`src/sv/atsub_pkg.sv`:
```
// ----------------------------------------------------------------------------
// atsub_pkg
// shared types, codes and sizes of the adaptive triangle subdivider
// ----------------------------------------------------------------------------
package atsub_pkg;

  localparam int NODES     = 1024;
  localparam int IDX_W     = 10;
  localparam int CNT_W     = 11;
  localparam int CW        = 24;
  localparam int CFG_W     = 23;
  localparam int CFG_IDX_W = 3;

  localparam logic [CFG_IDX_W-1:0] CFG_MAX_AREA    = 3'd0;
  localparam logic [CFG_IDX_W-1:0] CFG_HALF_WIDTH  = 3'd1;
  localparam logic [CFG_IDX_W-1:0] CFG_HALF_HEIGHT = 3'd2;
  localparam logic [CFG_IDX_W-1:0] CFG_HALF_DEPTH  = 3'd3;
  localparam logic [CFG_IDX_W-1:0] CFG_WALL_MARGIN = 3'd4;

  localparam logic [CFG_W-1:0] RST_MAX_AREA    = 23'd3277;
  localparam logic [CFG_W-1:0] RST_HALF_WIDTH  = 23'd262144;
  localparam logic [CFG_W-1:0] RST_HALF_HEIGHT = 23'd196608;
  localparam logic [CFG_W-1:0] RST_HALF_DEPTH  = 23'd327680;
  localparam logic [CFG_W-1:0] RST_WALL_MARGIN = 23'd13107;

  localparam logic [1:0] ST_OK        = 2'd0;
  localparam logic [1:0] ST_FULL      = 2'd1;
  localparam logic [1:0] ST_UNWRITTEN = 2'd2;

  typedef enum logic [1:0] {
    FN_APPEND = 2'd0,
    FN_REFINE = 2'd1,
    FN_READ   = 2'd2,
    FN_CLEAR  = 2'd3
  } func_e;

  typedef enum logic [1:0] {
    OP_APPEND,
    OP_REFINE,
    OP_READ,
    OP_CLEAR
  } op_e;

  typedef enum logic [3:0] {
    B_IDLE,
    B_RDN,
    B_RDB,
    B_RDC,
    B_LATC,
    B_DIFF,
    B_MUL,
    B_DECIDE,
    B_WR,
    B_EMIT
  } bstate_e;

  typedef struct packed {
    logic signed [CW-1:0] x;
    logic signed [CW-1:0] y;
    logic signed [CW-1:0] z;
  } vec_t;

  typedef struct packed {
    vec_t pos;
    vec_t vel;
  } node_t;

  typedef struct packed {
    op_e              op;
    logic [IDX_W-1:0] a;
    logic [IDX_W-1:0] b;
    logic [IDX_W-1:0] c;
    node_t            node;
  } cmd_t;

  typedef struct packed {
    logic [CFG_W-1:0] max_area;
    logic [CFG_W-1:0] half_width;
    logic [CFG_W-1:0] half_height;
    logic [CFG_W-1:0] half_depth;
    logic [CFG_W-1:0] wall_margin;
  } cfg_t;

  typedef struct packed {
    logic [1:0]       status;
    logic [IDX_W-1:0] ta;
    logic [IDX_W-1:0] tb;
    logic [IDX_W-1:0] tc;
    logic             split;
    node_t            node;
    logic             last;
  } res_t;

endpackage

```
`src/sv/atsub_if.sv`:
```
// ----------------------------------------------------------------------------
// atsub_if
// request and result channels of the adaptive triangle subdivider
// ----------------------------------------------------------------------------
interface atsub_in_if;
  logic              valid;
  logic              ready;
  logic [1:0]        func;
  logic [9:0]        vertex_a;
  logic [9:0]        vertex_b;
  logic [9:0]        vertex_c;
  logic signed [23:0] in_pos_x;
  logic signed [23:0] in_pos_y;
  logic signed [23:0] in_pos_z;
  logic signed [23:0] in_vel_x;
  logic signed [23:0] in_vel_y;
  logic signed [23:0] in_vel_z;

  modport source (output valid, func, vertex_a, vertex_b, vertex_c, in_pos_x, in_pos_y,
                  in_pos_z, in_vel_x, in_vel_y, in_vel_z, input ready);
  modport sink (input valid, func, vertex_a, vertex_b, vertex_c, in_pos_x, in_pos_y,
                in_pos_z, in_vel_x, in_vel_y, in_vel_z, output ready);
endinterface


```
`src/sv/atsub_front.sv`:
```
// ----------------------------------------------------------------------------
// atsub_front
// accepts requests, decodes the function and queues them for the back end
// ----------------------------------------------------------------------------
module atsub_front (
  input  logic           clk_i,
  input  logic           rst_ni,
  atsub_in_if.sink       in_ch,
  output logic           cmd_valid_o,
  output atsub_pkg::cmd_t cmd_o,
  input  logic           cmd_pop_i
);
  import atsub_pkg::*;

  cmd_t       fifo_q [2];
  logic       wp_q, rp_q;
  logic [1:0] cnt_q;
  logic       push;
  cmd_t       cmd_new;

  always_comb begin
    unique case (func_e'(in_ch.func))
      FN_APPEND: cmd_new.op = OP_APPEND;
      FN_REFINE: cmd_new.op = OP_REFINE;
      FN_READ:   cmd_new.op = OP_READ;
      FN_CLEAR:  cmd_new.op = OP_CLEAR;
      default:   cmd_new.op = OP_CLEAR;
    endcase
    cmd_new.a          = in_ch.vertex_a;
    cmd_new.b          = in_ch.vertex_b;
    cmd_new.c          = in_ch.vertex_c;
    cmd_new.node.pos.x = in_ch.in_pos_x;
    cmd_new.node.pos.y = in_ch.in_pos_y;
    cmd_new.node.pos.z = in_ch.in_pos_z;
    cmd_new.node.vel.x = in_ch.in_vel_x;
    cmd_new.node.vel.y = in_ch.in_vel_y;
    cmd_new.node.vel.z = in_ch.in_vel_z;
  end

  assign in_ch.ready = (cnt_q != 2'd2);
  assign push        = in_ch.valid && in_ch.ready;
  assign cmd_valid_o = (cnt_q != 2'd0);
  assign cmd_o       = fifo_q[rp_q];

  always_ff @(posedge clk_i) begin
    if (push) begin
      fifo_q[wp_q] <= cmd_new;
    end
  end

  always_ff @(posedge clk_i or negedge rst_ni) begin
    if (!rst_ni) begin
      wp_q  <= 1'b0;
      rp_q  <= 1'b0;
      cnt_q <= 2'd0;
    end else begin
      if (push) begin
        wp_q <= ~wp_q;
      end
      if (cmd_pop_i) begin
        rp_q <= ~rp_q;
      end
      cnt_q <= cnt_q + {1'b0, push} - {1'b0, cmd_pop_i};
    end
  end

endmodule

```
`src/flat_wrapper.sv`:
```
// flat-port wrapper written by rule: the top's interface ports become plain ports
module atsub_front_flat import atsub_pkg::*;
  (clk_i, rst_ni, cmd_valid_o, cmd_o, cmd_pop_i, in_ch_valid, in_ch_func, in_ch_vertex_a, in_ch_vertex_b, in_ch_vertex_c, in_ch_in_pos_x, in_ch_in_pos_y, in_ch_in_pos_z, in_ch_in_vel_x, in_ch_in_vel_y, in_ch_in_vel_z, in_ch_ready);
  atsub_in_if in_ch_i ();
  input  logic clk_i;
  input  logic rst_ni;
  output logic cmd_valid_o;
  output atsub_pkg::cmd_t cmd_o;
  input  logic cmd_pop_i;
  input wire logic [$bits(in_ch_i.valid)-1:0] in_ch_valid;
  input wire logic [$bits(in_ch_i.func)-1:0] in_ch_func;
  input wire logic [$bits(in_ch_i.vertex_a)-1:0] in_ch_vertex_a;
  input wire logic [$bits(in_ch_i.vertex_b)-1:0] in_ch_vertex_b;
  input wire logic [$bits(in_ch_i.vertex_c)-1:0] in_ch_vertex_c;
  input wire logic [$bits(in_ch_i.in_pos_x)-1:0] in_ch_in_pos_x;
  input wire logic [$bits(in_ch_i.in_pos_y)-1:0] in_ch_in_pos_y;
  input wire logic [$bits(in_ch_i.in_pos_z)-1:0] in_ch_in_pos_z;
  input wire logic [$bits(in_ch_i.in_vel_x)-1:0] in_ch_in_vel_x;
  input wire logic [$bits(in_ch_i.in_vel_y)-1:0] in_ch_in_vel_y;
  input wire logic [$bits(in_ch_i.in_vel_z)-1:0] in_ch_in_vel_z;
  output wire logic [$bits(in_ch_i.ready)-1:0] in_ch_ready;
  assign in_ch_i.valid = in_ch_valid;
  assign in_ch_i.func = in_ch_func;
  assign in_ch_i.vertex_a = in_ch_vertex_a;
  assign in_ch_i.vertex_b = in_ch_vertex_b;
  assign in_ch_i.vertex_c = in_ch_vertex_c;
  assign in_ch_i.in_pos_x = in_ch_in_pos_x;
  assign in_ch_i.in_pos_y = in_ch_in_pos_y;
  assign in_ch_i.in_pos_z = in_ch_in_pos_z;
  assign in_ch_i.in_vel_x = in_ch_in_vel_x;
  assign in_ch_i.in_vel_y = in_ch_in_vel_y;
  assign in_ch_i.in_vel_z = in_ch_in_vel_z;
  assign in_ch_ready = in_ch_i.ready;
  atsub_front u_core (.clk_i(clk_i), .rst_ni(rst_ni), .in_ch(in_ch_i), .cmd_valid_o(cmd_valid_o), .cmd_o(cmd_o), .cmd_pop_i(cmd_pop_i));
endmodule
```
`config.mk`:
```
export PLATFORM = sky130hd
export DESIGN_NAME = atsub_front_flat
export DESIGN_NICKNAME = d
export VERILOG_FILES = /design/src/sv/atsub_pkg.sv /design/src/sv/atsub_if.sv /design/src/sv/atsub_front.sv /design/src/flat_wrapper.sv
export SDC_FILE = /design/constraint.sdc
export NUM_CORES = 1
export LEC_CHECK = 0
export ABC_AREA = 0
export BUFFER_PORTS_ARGS = -buffer_cell sky130_fd_sc_hd__buf_2
export CAP_MARGIN = 40
export CORE_ASPECT_RATIO = 0.5
export CORE_MARGIN = 2
export CORE_UTILIZATION = 54
export CTS_BUF_LIST = sky130_fd_sc_hd__clkbuf_4
export DETAILED_ROUTE_END_ITERATION = 8
export GPL_ROUTABILITY_DRIVEN = 1
export PLACE_DENSITY_LB_ADDON = 0.3
export SKIP_LAST_GASP = 1
export SYNTH_ARGS = -nofsm -noshare
export SYNTH_HDL_FRONTEND = slang
export SYNTH_SLANG_ARGS = --single-unit
```
`constraint.sdc`:
```
create_clock -name clk_i -period 10.55 [get_ports clk_i]
set_clock_uncertainty 0.1 [all_clocks]
set_input_delay 1.055 -clock clk_i [delete_from_list [all_inputs] [get_ports clk_i]]
set_output_delay 1.055 -clock clk_i [all_outputs]
set_load 0.01 [all_outputs]
```
After elaboration in Yosys (flattened, before gate mapping)
Memory sizes are Yosys's and may differ from the RTL's.
Cells that the tools add are included.
{"block": "classes", "add_sub_neg": 2, "muxes": 3, "bitwise": 2, "eq_ne": 4, "reduce_logical": 3}
{"operator": "$pmux 2 s4", "count": 1}
{"operator": "$eq 2x2->1 const B", "count": 2}
{"operator": "$add 2x1->2", "count": 1}
{"operator": "$eq 2x1->1 const B", "count": 1}
{"operator": "$logic_not 2->1", "count": 1}
{"operator": "$mux 1", "count": 2}
{"operator": "$ne 2x2->1 const B", "count": 1}
{"operator": "$not 1->1", "count": 2}
{"operator": "$reduce_bool 2->1", "count": 1}
{"operator": "$sub 2x1->2", "count": 1}
{"operator": "$logic_and 1x1->1", "count": 1}
{"block": "word_totals", "inputBits": 180, "elab_cells": 18, "output_inout_bits": 178, "regBits": 4, "ram_bits": 352, "n_memories": 1}
{"memory": "u_core.fifo_q", "depth": 2, "word_bits": 176, "read_ports": 1, "rd_clocked_by_memory_dff": 0, "write_ports": 1, "line": "atsub_front.sv:15", "text": "cmd_t fifo_q [2];"}

Depth between registers and ports, before layout
{"block": "depth", "ltp_word": 4, "depth_mapped": 5}

Least setup slack after synthesis
Ideal clock, no wire load.
{"block": "synth_path", "path_kind": "in2reg", "from": "input in_ch_valid", "to": "memory u_core.fifo_q[0][0] (netlist name) (enable)", "setup_slack_ns": 1.275, "stages": 2, "n_path_buf": 0, "arrival_time_ns": 8.461, "setup_time_ns": 0.715, "cell_sequence": "nand2_1 nor2_1"}
{"block": "synth_via", "elab_chain_cells": 3}
{"element": "from (decl)", "line": "flat_wrapper.sv:10", "text": "input wire logic [$bits(in_ch_i.valid)-1:0] in_ch_valid;"}
{"element": "$logic_and 1x1->1", "line": "atsub_front.sv:41", "text": "assign push = in_ch.valid && in_ch.ready;"}
{"element": "$mux 1", "line": "atsub_front.sv:46", "text": "if (push) begin"}
{"element": "$mux 1 (implied by the code)", "line": "atsub_front.sv:47", "text": "fifo_q[wp_q] <= cmd_new;"}
{"element": "to (decl)", "line": "atsub_front.sv:15"}
Every way passes these cells.

==> summary.md <==
Yosys mapped a number of flops with a built-in enable equal to 352. The number of cells on the worst reg-to-reg path is 5. The worst hold path begins at in_ch_func[1]. The logs give 19.7% for the overall fraction of global-route tracks in use and 16900 µm for the post-detailed-placement half-perimeter wirelength. The standard-cell row count came out at 40. The average instance in the mapped netlist occupies 23.7 µm². The async set or reset register ratio after synthesis was 1.12%. The number of antenna violations at the first check in global routing is 2, and the number of cells after detailed placement is 1247.

For the number of nets in the layout, the log shows 1173. Setup violations remaining at the end of the flow were counted as 0. Counting flops and latches in the post-synthesis netlist gives 356.

For this block, the via count after detailed routing is 6786. For this block, the routed nets add up to 26100 µm of wire. The switching power summed over all nets is 1.34 mW. Largest net degree at the start of global routing: 126. Timing analysis after detailed placement gives a worst setup slack of 6.60 ns. In this run, the combinational gates consume 32.4% of the power. The run gives 6.32 ns as the final worst-path setup slack. The final hold violation count was 0; the quantity of hold-fixing buffers added after cts was 1. The full die area is 0.0263 mm², and the number of buffers added on ports is 357. The remaining max-slew budget at the tightest pin was 35.8%; the unique cell type count in the Yosys netlist was 18.

The first routing iteration left 400 violations. The endpoint of the worst hold-timing path is u_core.fifo_q[0][175]. After synthesis, flip-flops and latches occupy 79.4% of the total area. The floorplan step defined a core boundary enclosing 0.0242 mm².

The clock period minus final worst setup slack was 4.23 ns. The primary flip-flop cell chosen by synthesis mapping is sky130_fd_sc_hd__edfxtp_1. The worst register-to-register path has a setup slack of 7.22 ns. The number of nets in the synthesized netlist is 749. The run gives 55.5% as the initial core utilization. Ranked by instance count, the synthesized netlist is headed by sky130_fd_sc_hd__edfxtp_1 (352), sky130_fd_sc_hd__mux2_4 (130), sky130_fd_sc_hd__mux2_2 (46). The floorplan step set the die height to 116 µm. The filler cell count came out at 1683. The worst hold path belongs to the class input pin to register. sky130_fd_sc_hd__edfxtp_1 is the most common cell in the netlist. The final standard cell count with taps included and fillers excluded came out at 1373. Synthesis produced a netlist whose cell count is 568.

The TritonCTS sink count is 356. For the maximum buffer depth of the clock tree, the log shows 3. The arrival time reported for the critical path endpoint was 3.07 ns; the max-slew violation count was 0. The share of the cycle needed by the critical path after routing is 40.1%, and the DRC violation count after routing is 0. For this run, the top clock speed supported by timing is 237 MHz. The startpoint identified for the worst register-to-register timing path is u_core.cnt_q[0]. Setup repair after global routing left no endpoint under its margin.

In the post-synthesis netlist, the biggest area contributors are sky130_fd_sc_hd__edfxtp_1 (79%), sky130_fd_sc_hd__mux2_4 (15%), sky130_fd_sc_hd__mux2_2 (3.9%). Summing internal, switching and leakage power gives 4.49 mW. The total power divided by cell area was 273 mW/mm².

For the reported max-cap violation count, the log shows 0. Capturing element type of the critical path: an output pin. The share of total power dissipated in the clock network is 22.0%.

Of the post-synthesis cell area, the dominant cell type holds 78.6%. TritonCTS built the clock tree. In the final routed layout, each cell accounts on average for 19.0 µm. The number of global-route vias before repair is 7165. Using the TritonRoute via totals, the vias-per-cell ratio works out to 4.94. The worst register-to-register path ends at u_core.fifo_q[1][91].

STA classifies the critical path startpoint as a register. The part of the total power dissipated in sequential elements was 45.6%. The post-route antenna net violation count was 0; the number of cells on the worst hold path was 1. The number of levels the H-tree was split into is 3, and the switching power as a share of total power is 29.8%. Compared with the post-synthesis result, the final layout area differs by 22.6%.

From left edge to right edge, the die measures 227 µm. The minimum hold slack is 0.404 ns, and the final-layout setup total negative slack is 0 ns. The tree is rooted in a sky130_fd_sc_hd__clkbuf_4. The type of the worst setup path is register to output pin. Buffers added to address setup during post-CTS repair amount to 0. Post-CTS repair changed the size of 0 cells. Pin placement for this block handled 358 I/O pins. The tools report the insertion delay of the later-clocked pin in the worst-skew pair as 0.72 ns. Global routing finished with a remaining overflow of 0.

For the length of the first detailed-routing pass in iterations, the log shows 4. TritonCTS created 78 clock buffers. Most area-hungry cell type in the Yosys netlist: sky130_fd_sc_hd__edfxtp_1.

The first global-routing pass estimated 38300 µm of wire. The run gives 9.40 ns as the critical path data required time. Of the cells placed in the final design, the portion with a size suffix greater than 1 is 64.0%. The mapped netlist covers 0.0134 mm².

The congestion estimate from routability-driven global placement came to 0.810. After clock tree synthesis, the clock-pin slew on the worst setup and hold paths is 0.08 ns. For the pin with the worst max-slew slack, the measured transition is 0.963 ns. The number of warnings printed during yosys synthesis is 0, and the design internal power is 3.16 mW.

VDD sags by at most 0.200 mV. Leakage power figure: 6.62 nW. Along the worst path, the maximum fanout reaches 125. The run finished with clean final reports.
==> cells by family (layout without fill, tap and decap cells) <==
logic type	Yosys count	in the layout	synth area share, %
simple gates	7	7	0.270
other cells	0	2	0
buf+inv	23	490	1.57
xor+xnor	4	4	0.261
fa+ha+maj	1	1	0.0930
mux	177	177	18.4
flops	356	356	79.4
==> state kept, by name, summed over array words and instances, names as in the netlist <==
signal	flops
u_core.wp_q	1
u_core.fifo_q	352
u_core.rp_q	1
u_core.cnt_q	2
==> worst max path at each step <==
stage	slack, ns	end	from
after floorplan	1.27	u_core.fifo_q[0][0]	in_ch_valid
after detailed placement	6.60	u_core.fifo_q[1][134]	in_ch_valid
after CTS	6.20	cmd_o[13]	u_core.rp_q
after global placement	6.55	u_core.fifo_q[1][90]	in_ch_valid
after global routing	6.10	cmd_o[22]	u_core.rp_q
final	6.32	cmd_o[18]	u_core.rp_q
==> layout by cell type (no fill, tap or decap), drive strengths merged, types with 2 or more instances in the layout <==
master / n
clkbuf: 116
xnor2: 2
mux2: 176
edfxtp: 352
diode: 2
xor2: 2
buf: 365
clkinv: 6
nand2: 2
inv: 2
dfrtp: 4
==> power groups by stage <==
stage          Sequential [mW]  Combinational [mW]  Clock [mW]
2_1_floorplan             2.09                1.04           0
3_3_place_gp              2.06                1.44           0
3_5_place_dp              2.08                1.47           0
4_1_cts                   2.05                1.48        1.02
5_1_grt                   2.08                1.55        1.09
6_report                  2.05                1.46       0.989
==> per-stage QoR <==
step           util (%)  area (µm²)
6_report           68.0       16500
5_1_grt            68.0       16500
4_1_cts            68.0       16500
3_5_place_dp       64.3       15600
3_3_place_gp       64.1       15500
2_1_floorplan         -       13400
==> worst max-delay path, cell delays in order, from the launching register on <==
cell	delay (ns)
sky130_fd_sc_hd__dfrtp_4	0.93
sky130_fd_sc_hd__buf_12	0.77
sky130_fd_sc_hd__mux2_2	0.41
sky130_fd_sc_hd__buf_2	0.14
==> layer usage <==
metal / up-vias / share of wire, % / track usage (%)
met2: 211 / 53 / 34.6
met5: - / 0 / 0
met4: 0 / 2.6 / 8.58
li1: 3143 / - / -
met1: 3373 / 38 / 22.1
met3: 59 / 6.5 / 7.10
==> area by class of cell <==
type	instances	area [µm²]	share of cell area [%]
inverters	1	3.75	0.0228
well taps	336	420	2.55
diodes	2	5.00	0.0304
clock buffers	116	871	5.28
flip-flops and latches	356	10700	64.8
clock inverters	7	26.3	0.159
multi-input cells	189	2580	15.6
repair buffers	366	1900	11.5
(Power assumes the default switching activity.)
